==> src/rtl/core/i2p_pkg.sv <==
// Shared types, constants and precedence functions of the infix to postfix converter.
package i2p_pkg;

    localparam int STACK_DEPTH_DEF = 32;

    localparam logic [7:0] CH_PLUS   = 8'h2B;
    localparam logic [7:0] CH_MINUS  = 8'h2D;
    localparam logic [7:0] CH_STAR   = 8'h2A;
    localparam logic [7:0] CH_SLASH  = 8'h2F;
    localparam logic [7:0] CH_CARET  = 8'h5E;
    localparam logic [7:0] CH_LPAREN = 8'h28;
    localparam logic [7:0] CH_RPAREN = 8'h29;
    localparam logic [7:0] CH_SPACE  = 8'h20;
    localparam logic [7:0] CH_NUL    = 8'h00;

    localparam logic [1:0] KIND_CHAR    = 2'd0;
    localparam logic [1:0] KIND_VALID   = 2'd1;
    localparam logic [1:0] KIND_INVALID = 2'd2;

    localparam logic signed [15:0] RANK_MAX = 16'sd32767;

    // Commands from the controller to the datapath.
    typedef struct packed {
        logic load;       // latch the accepted transaction and read the stack top
        logic set_fail;   // mark the current expression as failed
        logic pop;        // pop the top into the pending slot, emitting the old pending
        logic push;       // push the current symbol
        logic drop;       // discard the top on a matching pair
        logic emit_pend;  // emit the pending character
        logic emit_stat;  // emit the status result and settle the parser state
    } t_dp_cmd;

    // Status from the datapath to the controller.
    typedef struct packed {
        logic out_free;
        logic err;
        logic in_space;
        logic in_end;
        logic cnt_zero;
        logic cnt_one;
        logic cnt_full;
        logic top_gt;
        logic top_eq;
        logic rank_low;
        logic pend_valid;
        logic fail;
        logic is_end;
    } t_dp_stat;

    // Incoming precedence.
    function automatic logic [3:0] f_prec_in(input logic [7:0] c);
        logic [3:0] p;
        case (c)
            CH_PLUS, CH_MINUS: p = 4'd1;
            CH_STAR, CH_SLASH: p = 4'd3;
            CH_CARET:          p = 4'd6;
            CH_LPAREN:         p = 4'd9;
            CH_RPAREN:         p = 4'd0;
            default:           p = 4'd7;
        endcase
        return p;
    endfunction

    // In-stack precedence.
    function automatic logic [3:0] f_prec_stk(input logic [7:0] c);
        logic [3:0] p;
        case (c)
            CH_PLUS, CH_MINUS: p = 4'd2;
            CH_STAR, CH_SLASH: p = 4'd4;
            CH_CARET:          p = 4'd5;
            CH_LPAREN:         p = 4'd0;
            default:           p = 4'd8;
        endcase
        return p;
    endfunction

    function automatic logic f_is_alnum(input logic [7:0] c);
        return ((c >= 8'h30) && (c <= 8'h39)) ||
               ((c >= 8'h41) && (c <= 8'h5A)) ||
               ((c >= 8'h61) && (c <= 8'h7A));
    endfunction

endpackage

==> src/rtl/core/infix_to_postfix_converter_core.sv <==
// Infix to postfix converter: one ASCII character per input transaction goes in, and
// postfix characters come out as soon as the operator-precedence parser knows them.
// Every output transaction carries a character (kind 0) or a status (kind 1 valid,
// kind 2 invalid), and last marks the final result caused by an input transaction.
// An end transaction closes the expression with an implied ')', always produces a
// status, and returns the block to its reset state; after an error, characters are
// dropped until the end transaction. A space, or any character after an error, is
// taken in the idle state. Other characters are compared with the stack top, popping
// an entry per compare, then pushed or dropped, then a held popped character and, for
// an end or a failure, a status are delivered; an empty stack, a rank error on a pop,
// or an end transaction after an error skips the final compare. The pop loop is set
// by the single registered read port of the operator stack, which yields one new
// stack top per cycle while the output is free. A stalled output holds the parser
// until the output register frees up; no new input is taken until the current one is
// done. Stack entry zero is the '(' sentinel and needs no clearing pass after reset.
module infix_to_postfix_converter_core
    import i2p_pkg::*;
#(
    parameter int STACK_DEPTH = STACK_DEPTH_DEF
) (
    input  logic       i_clk,
    input  logic       i_rst_n,
    // Input channel.
    input  logic       i_valid,
    output logic       o_stall,
    input  logic [7:0] i_in_char,
    input  logic       i_end_of_expr,
    // Output channel.
    output logic       o_valid,
    input  logic       i_stall,
    output logic [7:0] o_out_char,
    output logic [1:0] o_kind,
    output logic       o_last
);

    // Command and status buses between the controller and the datapath.
    t_dp_cmd  w_cmd;
    t_dp_stat w_stat;

    // The controller sequences each transaction: accept, compare and pop, push,
    // then deliver the held popped character and the status.
    i2p_ctrl u_ctrl (
        .i_clk   (i_clk),
        .i_rst_n (i_rst_n),
        .i_valid (i_valid),
        .i_stat  (w_stat),
        .o_cmd   (w_cmd),
        .o_stall (o_stall)
    );

    // The datapath holds the operator stack, rank count, error flags and the output
    // register. A popped character is held one step so that its last flag is known.
    i2p_dp #(
        .STACK_DEPTH (STACK_DEPTH)
    ) u_dp (
        .i_clk         (i_clk),
        .i_rst_n       (i_rst_n),
        .i_in_char     (i_in_char),
        .i_end_of_expr (i_end_of_expr),
        .i_stall       (i_stall),
        .i_cmd         (w_cmd),
        .o_stat        (w_stat),
        .o_valid       (o_valid),
        .o_out_char    (o_out_char),
        .o_kind        (o_kind),
        .o_last        (o_last)
    );

endmodule

==> src/rtl/core/i2p_ctrl.sv <==
// Controller state machine of the infix to postfix converter.
module i2p_ctrl
    import i2p_pkg::*;
(
    input  logic     i_clk,
    input  logic     i_rst_n,
    input  logic     i_valid,
    input  t_dp_stat i_stat,
    output t_dp_cmd  o_cmd,
    output logic     o_stall
);

    localparam logic [1:0] S_IDLE = 2'd0;
    localparam logic [1:0] S_CMP  = 2'd1;
    localparam logic [1:0] S_PEND = 2'd2;
    localparam logic [1:0] S_STAT = 2'd3;

    logic [1:0] r_state;
    logic [1:0] n_state;

    assign o_stall = (r_state != S_IDLE);

    always_comb begin
        n_state = r_state;
        o_cmd   = '0;
        case (r_state)
            S_IDLE: begin
                if (i_valid) begin
                    if (i_stat.in_end) begin
                        o_cmd.load = 1'b1;
                        if (i_stat.err || i_stat.cnt_zero) begin
                            o_cmd.set_fail = 1'b1;
                            n_state = S_STAT;
                        end else begin
                            n_state = S_CMP;
                        end
                    end else if (!i_stat.err && !i_stat.in_space) begin
                        o_cmd.load = 1'b1;
                        if (i_stat.cnt_zero) begin
                            o_cmd.set_fail = 1'b1;
                            n_state = S_STAT;
                        end else begin
                            n_state = S_CMP;
                        end
                    end
                end
            end
            S_CMP: begin
                if (i_stat.out_free) begin
                    if (i_stat.top_gt) begin
                        o_cmd.pop = 1'b1;
                        if (i_stat.rank_low || i_stat.cnt_one) begin
                            o_cmd.set_fail = 1'b1;
                            n_state = S_PEND;
                        end
                    end else if (!i_stat.top_eq && i_stat.cnt_full) begin
                        o_cmd.set_fail = 1'b1;
                        n_state = i_stat.pend_valid ? S_PEND : S_STAT;
                    end else begin
                        o_cmd.push = !i_stat.top_eq;
                        o_cmd.drop = i_stat.top_eq;
                        if (i_stat.pend_valid) begin
                            n_state = S_PEND;
                        end else if (i_stat.is_end) begin
                            n_state = S_STAT;
                        end else begin
                            n_state = S_IDLE;
                        end
                    end
                end
            end
            S_PEND: begin
                if (i_stat.out_free) begin
                    o_cmd.emit_pend = 1'b1;
                    n_state = (i_stat.fail || i_stat.is_end) ? S_STAT : S_IDLE;
                end
            end
            S_STAT: begin
                if (i_stat.out_free) begin
                    o_cmd.emit_stat = 1'b1;
                    n_state = S_IDLE;
                end
            end
            default: begin
                n_state = S_IDLE;
            end
        endcase
    end

    always_ff @(posedge i_clk) begin
        if (!i_rst_n) begin
            r_state <= S_IDLE;
        end else begin
            r_state <= n_state;
        end
    end

endmodule

==> src/rtl/core/i2p_dp.sv <==
// Datapath of the infix to postfix converter: operator stack, rank, flags and output register.
module i2p_dp
    import i2p_pkg::*;
#(
    parameter int STACK_DEPTH = STACK_DEPTH_DEF
) (
    input  logic       i_clk,
    input  logic       i_rst_n,
    input  logic [7:0] i_in_char,
    input  logic       i_end_of_expr,
    input  logic       i_stall,
    input  t_dp_cmd    i_cmd,
    output t_dp_stat   o_stat,
    output logic       o_valid,
    output logic [7:0] o_out_char,
    output logic [1:0] o_kind,
    output logic       o_last
);

    localparam int CW = $clog2(STACK_DEPTH + 1);
    localparam int AW = $clog2(STACK_DEPTH);

    logic [7:0]        r_mem [STACK_DEPTH];
    logic [7:0]        r_rd_q;
    logic              r_rd_zero;
    logic [CW-1:0]     r_count,      n_count;
    logic signed [15:0] r_rank,      n_rank;
    logic              r_err,        n_err;
    logic              r_fail,       n_fail;
    logic              r_pend_valid, n_pend_valid;
    logic              r_ovalid,     n_ovalid;
    logic [7:0]        r_sym;
    logic              r_end;
    logic [7:0]        r_pend_char;
    logic [7:0]        r_ochar;
    logic [1:0]        r_okind;
    logic              r_olast;

    logic [7:0]        w_top;
    logic [3:0]        w_g;
    logic [3:0]        w_f;
    logic signed [15:0] w_rank_pop;
    logic [CW-1:0]     w_cnt_m1;
    logic [CW-1:0]     w_cnt_m2;
    logic [AW-1:0]     w_rd_addr;
    logic              w_emit;

    // Entry zero always holds the sentinel, so it is never written and reads as '('.
    assign w_top    = r_rd_zero ? CH_LPAREN : r_rd_q;
    assign w_g      = f_prec_stk(w_top);
    assign w_f      = f_prec_in(r_sym);
    assign w_cnt_m1 = r_count - CW'(1);
    assign w_cnt_m2 = r_count - CW'(2);
    assign w_rd_addr = i_cmd.load ? w_cnt_m1[AW-1:0] : w_cnt_m2[AW-1:0];

    always_comb begin
        if (f_is_alnum(w_top)) begin
            w_rank_pop = (r_rank < RANK_MAX) ? r_rank + 16'sd1 : r_rank;
        end else begin
            w_rank_pop = r_rank - 16'sd1;
        end
    end

    always_ff @(posedge i_clk) begin
        if (i_cmd.push) begin
            r_mem[r_count[AW-1:0]] <= r_sym;
        end
        if (i_cmd.load || i_cmd.pop) begin
            r_rd_q    <= r_mem[w_rd_addr];
            r_rd_zero <= (w_rd_addr == '0);
        end
    end

    assign w_emit = (i_cmd.pop && r_pend_valid) || i_cmd.emit_pend || i_cmd.emit_stat;

    always_comb begin
        n_count      = r_count;
        n_rank       = r_rank;
        n_err        = r_err;
        n_fail       = r_fail;
        n_pend_valid = r_pend_valid;
        n_ovalid     = r_ovalid;

        if (i_cmd.load) begin
            n_fail       = 1'b0;
            n_pend_valid = 1'b0;
        end
        if (i_cmd.set_fail) begin
            n_fail = 1'b1;
        end
        if (i_cmd.pop) begin
            n_count      = w_cnt_m1;
            n_rank       = w_rank_pop;
            n_pend_valid = 1'b1;
        end
        if (i_cmd.drop) begin
            n_count = w_cnt_m1;
        end
        if (i_cmd.push) begin
            n_count = r_count + CW'(1);
        end
        if (i_cmd.emit_pend) begin
            n_pend_valid = 1'b0;
        end
        if (i_cmd.emit_stat) begin
            n_fail = 1'b0;
            if (r_end) begin
                n_count = CW'(1);
                n_rank  = '0;
                n_err   = 1'b0;
            end else begin
                n_err = r_err | r_fail;
            end
        end

        if (w_emit) begin
            n_ovalid = 1'b1;
        end else if (!i_stall) begin
            n_ovalid = 1'b0;
        end
    end

    always_ff @(posedge i_clk) begin
        if (!i_rst_n) begin
            r_count      <= CW'(1);
            r_rank       <= '0;
            r_err        <= 1'b0;
            r_fail       <= 1'b0;
            r_pend_valid <= 1'b0;
            r_ovalid     <= 1'b0;
        end else begin
            r_count      <= n_count;
            r_rank       <= n_rank;
            r_err        <= n_err;
            r_fail       <= n_fail;
            r_pend_valid <= n_pend_valid;
            r_ovalid     <= n_ovalid;
        end
    end

    always_ff @(posedge i_clk) begin
        if (i_cmd.load) begin
            r_sym <= i_end_of_expr ? CH_RPAREN : i_in_char;
            r_end <= i_end_of_expr;
        end
        if (i_cmd.pop) begin
            r_pend_char <= w_top;
        end
        if (i_cmd.emit_stat) begin
            r_ochar <= CH_NUL;
            r_olast <= 1'b1;
            if (!r_fail && (r_count == '0) && (r_rank == 16'sd1)) begin
                r_okind <= KIND_VALID;
            end else begin
                r_okind <= KIND_INVALID;
            end
        end else if (w_emit) begin
            r_ochar <= r_pend_char;
            r_okind <= KIND_CHAR;
            r_olast <= i_cmd.emit_pend && !(r_fail || r_end);
        end
    end

    assign o_stat.out_free   = !r_ovalid || !i_stall;
    assign o_stat.err        = r_err;
    assign o_stat.in_space   = (i_in_char == CH_SPACE);
    assign o_stat.in_end     = i_end_of_expr;
    assign o_stat.cnt_zero   = (r_count == '0);
    assign o_stat.cnt_one    = (r_count == CW'(1));
    assign o_stat.cnt_full   = (r_count >= CW'(STACK_DEPTH));
    assign o_stat.top_gt     = (w_g > w_f);
    assign o_stat.top_eq     = (w_g == w_f);
    assign o_stat.rank_low   = (w_rank_pop < 16'sd1);
    assign o_stat.pend_valid = r_pend_valid;
    assign o_stat.fail       = r_fail;
    assign o_stat.is_end     = r_end;

    assign o_valid    = r_ovalid;
    assign o_out_char = r_ochar;
    assign o_kind     = r_okind;
    assign o_last     = r_olast;

endmodule

==> config.mk <==
export PLATFORM = sky130hd
export DESIGN_NAME = infix_to_postfix_converter_core
export DESIGN_NICKNAME = d
export VERILOG_FILES = /design/src/rtl/core/i2p_pkg.sv /design/src/rtl/core/infix_to_postfix_converter_core.sv /design/src/rtl/core/i2p_ctrl.sv /design/src/rtl/core/i2p_dp.sv
export SDC_FILE = /design/constraint.sdc
export NUM_CORES = 1
export LEC_CHECK = 0
export BUFFER_PORTS_ARGS = -buffer_cell sky130_fd_sc_hd__buf_2
export CORE_MARGIN = 3
export CORE_UTILIZATION = 30
export DETAILED_ROUTE_END_ITERATION = 7
export GPL_TIMING_DRIVEN = 0
export SYNTH_ARGS = -nofsm -noshare
export SYNTH_HDL_FRONTEND = slang
export SYNTH_SLANG_ARGS = --single-unit
==> constraint.sdc <==
create_clock -name i_clk -period 5.9 [get_ports i_clk]
set_input_delay 0.885 -clock i_clk [delete_from_list [all_inputs] [get_ports i_clk]]
set_output_delay 0.885 -clock i_clk [all_outputs]
set_load 0.01 [all_outputs]
==> results of run 1 <==
## worst paths after layout
kind / from / endpoint / slack, ps / cells past startpoint
worst max register to register: u_dp.r_rd_zero / u_dp.r_rd_q[5] / 550 / 14
worst min register to register: u_dp.r_pend_char[2] / u_dp.o_out_char[2] / 490 / 2
worst max-delay path: u_dp.r_rd_zero / u_dp.r_rd_q[5] / 550 / 14
worst min-delay path: u_dp.r_pend_char[2] / u_dp.o_out_char[2] / 490 / 2
## through the flow
stage	cells	setup slack (ps)	power [mW]	cell area, um^2	utilization
floorplan	1259	1928	6.259	15450	-
global placement	1955	531.6	7.676	16410	0.3252
detailed placement	1959	454.7	7.764	16520	0.3273
CTS	2025	400.2	9.995	17680	0.3503
global route	2028	183.7	10.58	17770	0.3519
finish	2028	554.6	10.03	17770	0.3519
## cells in the mapped netlist (all sizes together), types with 7 or more instances
master / count
inv: 11
a31oi: 35
or3: 39
o22ai: 44
xor2: 10
a22oi: 19
nand3b: 7
clkbuf: 65
nor3: 11
nor2b: 13
o22a: 14
a32oi: 17
nand3: 29
nand4: 13
nand2: 142
ha: 15
buf: 22
and3: 10
a2bb2oi: 15
o311ai: 14
o21ai: 18
and2: 8
a21oi: 33
nor4: 15
xnor2: 17
dfxtp: 37
o221ai: 15
edfxtp: 284
mux2i: 48
mux2: 74
nor2: 88
## area by class of cell
type                    instances  area (um^2)
multi-input cells             839         5787
plain buffers                  87        351.6
inverters                      12        45.04
fillers                      4941        32710
well taps                     672        840.8
repair buffers                 31        312.8
clock buffers                  50        983.4
flip-flops and latches        321         9269
clock inverters                16        176.4
## cell families (layout without fill, tap and decap cells)
logic type,after synthesis,after routing,share of synthesized area
multiplexers,125,125,0.08939
adder cells (fa/ha/maj),15,15,0.01215
AO/OA/AOI/OAI,268,268,0.1287
flip-flops,321,321,0.5998
AND/OR/NAND/NOR,404,404,0.1289
XOR/XNOR,27,27,0.01530
buffers and inverters,99,196,0.02567
## routing by layer
layer	vias to the layer above	global-route usage	wire, um
met5	-	0	0
li1	5054	-	-
met3	75	0.02375	2749
met2	419	0.2533	20230
met4	0	0.05947	1369
met1	5515	0.2097	18450
## state kept, by name (all words and copies together) (netlist names)
register	count
u_dp.o_last	1
u_dp.o_valid	1
u_dp.o_kind	2
u_dp.r_pend_char	8
u_dp.r_pend_valid	1
u_dp.r_count	6
u_dp.r_rank	16
u_ctrl.r_state	2
u_dp.r_err	1
u_dp.o_out_char	8
u_dp.r_rd_zero	1
u_dp.r_rd_q	8
u_dp.r_fail	1
u_dp.r_sym	8
u_dp.r_mem	256
u_dp.r_end	1
## worst max-delay path, cell delays in order (launching register included)
cell and delay, ps:
edfxtp_1 410, clkbuf_1 340, nor2_1 120, or4_1 600, nor4bb_1 470, ha_1 330
nor2b_1 140, o21a_1 160, o21a_1 210, o21ai_0 350, nand2b_1 160, clkbuf_1 340
clkbuf_1 460, clkbuf_1 520, nand2_1 400
## power groups by stage
stage | registers, mW | clock network, mW | logic (mW)
final | 3.05 | 2.21 | 4.77
after global routing | 3.07 | 2.35 | 5.16
after CTS | 3.07 | 2.26 | 4.67
after detailed placement | 3.12 | 0 | 4.65
after global placement | 3.15 | 0 | 4.53
after floorplan | 3.04 | 0 | 3.22
==> run metrics, run 1 <==
Peak supply drop=0.0002354 V; Sw Share=0.4127; Final Max Tran Viols=0; outcome=completed; Sequential Power Share=0.304; layout cell share with drive strength beyond 1=0.1431; top_reg_cell synth=edfxtp_1; Crit Path Class=reg2reg; Via Count=11063; Die Y=233.0 um; Pre-antenna DRT Iters=5; cell count after synthesis=1259; core box area=50480 um^2; RSZ-0062 raised after global routing=false; most common cell after layout, fill and taps aside=edfxtp_1; HP Class=reg2reg; Clk pwr share=0.221; Post-synth EDFFs=284; Post-DP HPWL=29280 um; TNS Setup=0 ps; Initial Util=0.3061; CTS Sinks=321; count of state elements after synthesis=321; wire per inst=21.11 um; Post-Syn Area=15450 um^2; Top Ports=26; Final Hold Vio Count=0; largest net degree at the start of global routing=37; Synth cell types=77; clock-pin transition on the worst setup and hold timing paths=60 ps; final WL=42800 um; Int Pwr=5.891 mW; Root Buffer=clkbuf_16; first-pass GRT wire length=64890 um; Syn Area/Cell=12.27 um^2; total gr overflow=0; Max Clk Rate=0.1871 GHz; H-tree levels=2; sw power=4.139 mW; Port Buf Inserts=24; hold slack=487.4 ps; clk_skew=16.14 ps; setup violators final=0; most frequent cells in the layout=edfxtp_1 (284), nand2_1 (142), nor2_1 (87); Mapped Nets=1287; post_cts resized=0; total die area=54270 um^2; clock tree buffer depth=3; Iter 0 DRT Violations=1212; CTS Hold Bufs=0; CP Launch Type=flop; post-route ant nets=0; synthesis-to-finish area growth=14.97%; Comb pwr share=0.476; number of global-route vias before repair=10781; diodes inserted=0; initial antenna violation count=0; warnings from Yosys=0; crit end category=flop; PwrDens=564.6 nW/um^2; GPL Wtd Cong=0.8968; cell row count=82; share of Yosys cell area claimed by the top area cell type=0.5519; Final period util=0.9060; CP arrival=5540 ps; Die X=233.0 um; Area contributors post-synth=edfxtp_1 (55%), mux2_2 (5.4%), dfxtp_1 (4.8%); worst endpoint required time=6100 ps; max_cap viols=0; P_leak=5.907 nW; latest clock arrival within the worst-skew pair=550 ps; dominant cell type by area after synthesis=edfxtp_1; CTS Buf Count=36; DR DRC count=0; Slew @ Worst Pin=1321 ps; CTS tree=built; sequential fraction of the synthesis area=0.5998; Final #Nets=1356; Final min period=5345 ps; CP Max Fanout=10; worst rel slew slack=0.1195; gr usage total=0.1558; postcts setup bufs=0; ys async rst share=0; Vias/cell=5.455
Note: power is estimated with default switching activity, not from simulation.
==> inputs of run 2 (changes only) <==
--- a/config.mk
+++ b/config.mk
@@ -6,10 +6,13 @@
 export NUM_CORES = 1
 export LEC_CHECK = 0
 export BUFFER_PORTS_ARGS = -buffer_cell sky130_fd_sc_hd__buf_2
+export CELL_PAD_IN_SITES_DETAIL_PLACEMENT = 1
+export CELL_PAD_IN_SITES_GLOBAL_PLACEMENT = 1
 export CORE_MARGIN = 3
 export CORE_UTILIZATION = 30
 export DETAILED_ROUTE_END_ITERATION = 7
 export GPL_TIMING_DRIVEN = 0
+export PLACE_DENSITY_LB_ADDON = 0.1
 export SYNTH_ARGS = -nofsm -noshare
 export SYNTH_HDL_FRONTEND = slang
 export SYNTH_SLANG_ARGS = --single-unit
==> run 2 against run 1 <==
  * Worst setup slack worse by 70 ps
  * First-iteration DRC count down 47%
  * Clock power up 16%
  * Fmax down 1.3%
  * Sequential share of layout area down 0.75 points
  * Flip-flop and latch count unchanged
  * Global-route usage up 3.6 points
  * Largest power group unchanged
==> run metrics, run 2 (same netlist as run 1, synthesis figures left out) <==
CP Max Fanout=10 (unchanged); latest clock arrival within the worst-skew pair=580 ps (was 550 ps); clk_skew=28.05 ps (was 16.14 ps); CTS tree=built (unchanged); largest net degree at the start of global routing=35 (was 37); most common cell after layout, fill and taps aside=edfxtp_1 (unchanged); Slew @ Worst Pin=1198 ps (was 1321 ps); DR DRC count=0 (unchanged); clock tree buffer depth=3 (unchanged); RSZ-0062 raised after global routing=false (unchanged); CP Launch Type=flop (unchanged); TNS Setup=0 ps (unchanged); post_cts resized=0 (unchanged); Root Buffer=clkbuf_16 (unchanged); HP Class=reg2reg (unchanged); H-tree levels=2 (unchanged); post-route cell area=18030 um^2 (was 17770 um^2); Layout fillers=5479 (was 4941); Final Hold Vio Count=0 (unchanged); CTS Hold Bufs=0 (unchanged); CTS Buf Count=42 (was 36); crit end category=flop (unchanged); Initial Util=0.3061 (unchanged); Port Buf Inserts=24 (unchanged); Vias/cell=5.368 (was 5.455); number of global-route vias before repair=11382 (was 10781); Die Y=233.0 um (unchanged); Pre-antenna DRT Iters=4 (was 5); Crit-path slowest cell=nor2_1 (was or4_1); layout cell share with drive strength beyond 1=0.1519 (was 0.1431); final core utilization=0.3571 (was 0.3519); worst rel slew slack=0.2013 (was 0.1195); worst setup slack after placement=328.0 ps (was 454.7 ps); worst endpoint required time=6100 ps (about the same); hold slack=461.1 ps (was 487.4 ps); core box area=50480 um^2 (unchanged); cell row count=82 (unchanged); Final Max Tran Viols=0 (unchanged); Die X=233.0 um (unchanged); worst setup margin=485.0 ps (was 554.6 ps); Post-DP HPWL=35830 um (was 29280 um); final WL=51730 um (was 42800 um); worst path cell trace=clkbuf_1 > nor2_1 > or4_1 > nor4bb_1 > ha_1 > nor2b_1 > o21a_1 > o21a_1 > nor4_2 > nand2_1 > nor2_1 (was clkbuf_1 > nor2_1 > or4_1 > nor4bb_1 > ha_1 > nor2b_1 > o21a_1 > o21a_1 > o21ai_0 > nand2b_1 > clkbuf_1 > clkbuf_1 > clkbuf_1 > nand2_1); initial antenna violation count=1 (was 0); outcome=completed (unchanged); P_leak=6.040 nW (was 5.907 nW); setup violators final=0 (unchanged); post-route ant nets=0 (unchanged); GPL Wtd Cong=0.8190 (was 0.8968); Final #Nets=1366 (was 1356); gr usage total=0.1922 (was 0.1558); first-pass GRT wire length=77220 um (was 64890 um); area of the multi-input gates=5787 um^2 (unchanged); Crit Path Class=reg2reg (unchanged); Top Ports=26 (unchanged); max_cap viols=0 (unchanged); Register Area=9269 um^2 (unchanged); most frequent cells in the layout=edfxtp_1 (284), nand2_1 (142), nor2_1 (87) (unchanged); clock-pin transition on the worst setup and hold timing paths=60 ps (about the same); CP arrival=5610 ps (was 5540 ps); max FFs per register=256 (unchanged); Peak supply drop=0.0001925 V (was 0.0002354 V); dpl cell area=16620 um^2 (was 16520 um^2); CTS Sinks=321 (unchanged); PwrDens=594.2 nW/um^2 (was 564.6 nW/um^2); Iter 0 DRT Violations=648 (was 1212); Final period util=0.9178 (was 0.9060); CP peak stage delay=900 ps (was 600 ps); wire per inst=25.34 um (was 21.11 um); Via Count=10957 (was 11063); diodes inserted=0 (unchanged); Final min period=5415 ps (was 5345 ps); postcts setup bufs=0 (unchanged); total die area=54270 um^2 (unchanged); total gr overflow=0 (unchanged); synthesis-to-finish area growth=16.66% (was 14.97%); Max Clk Rate=0.1847 GHz (was 0.1871 GHz)
==> run 2: cell count changes in the layout (fill, tap and decap cells not counted), sizes merged <==
cell	delta
bufinv	+2
inv	-1
clkinv	+5
buf	+4
clkbuf	+3
==> run 2: worst paths after layout <==
kind / start / endpoint / slack (ps) / cells past startpoint
min: u_dp.o_last / u_dp.o_last / 460 / 1
min reg2reg: u_dp.o_last / u_dp.o_last / 460 / 1
max reg2reg: u_dp.r_rd_zero / u_dp.r_mem[19][3] / 480 / 11
max: u_dp.r_rd_zero / u_dp.r_mem[19][3] / 480 / 11
==> run 2: power by group <==
group | leakage (nW) | switching [mW] | total [mW] | internal (mW)
Sequential | 2.87 | 0.218 | 3.04 | 2.83
Clock | 0.674 | 1.01 | 2.57 | 1.56
Combinational | 2.50 | 3.32 | 5.10 | 1.77
==> run 2: routing by layer <==
| metal | track usage | part of all wire |
|---|---|---|
| met3 | 0.02498 | 0.032 |
| met1 | 0.2616 | 0.47 |
| met4 | 0.04792 | 0.019 |
| met5 | 0 | 0 |
| met2 | 0.3241 | 0.48 |
==> run 2: through the flow <==
step | std cells | total power [mW]
2_1_floorplan | 1259 | 6.259
3_3_place_gp | 1955 | 8.109
3_5_place_dp | 1964 | 8.191
4_1_cts | 2039 | 10.81
5_1_grt | 2041 | 11.36
6_report | 2041 | 10.71
==> run 2: final cells by class <==
type                       count  area share
multi-input combinational    839      0.3210
tap                          672     0.04664
clock buffer                  53     0.06226
clock inverter                22     0.01388
inverter                      12    0.002499
timing repair buffer          35     0.01999
buffer                        87     0.01950
sequential                   321      0.5142
==> run 2: critical path: cells and delay by family, from the launching register on <==
family / cells / cell delay [ps]
flops: 1 / 400
compound gates: 2 / 370
fa+ha+maj: 1 / 340
simple gates: 7 / 3570
buf+inv: 1 / 360
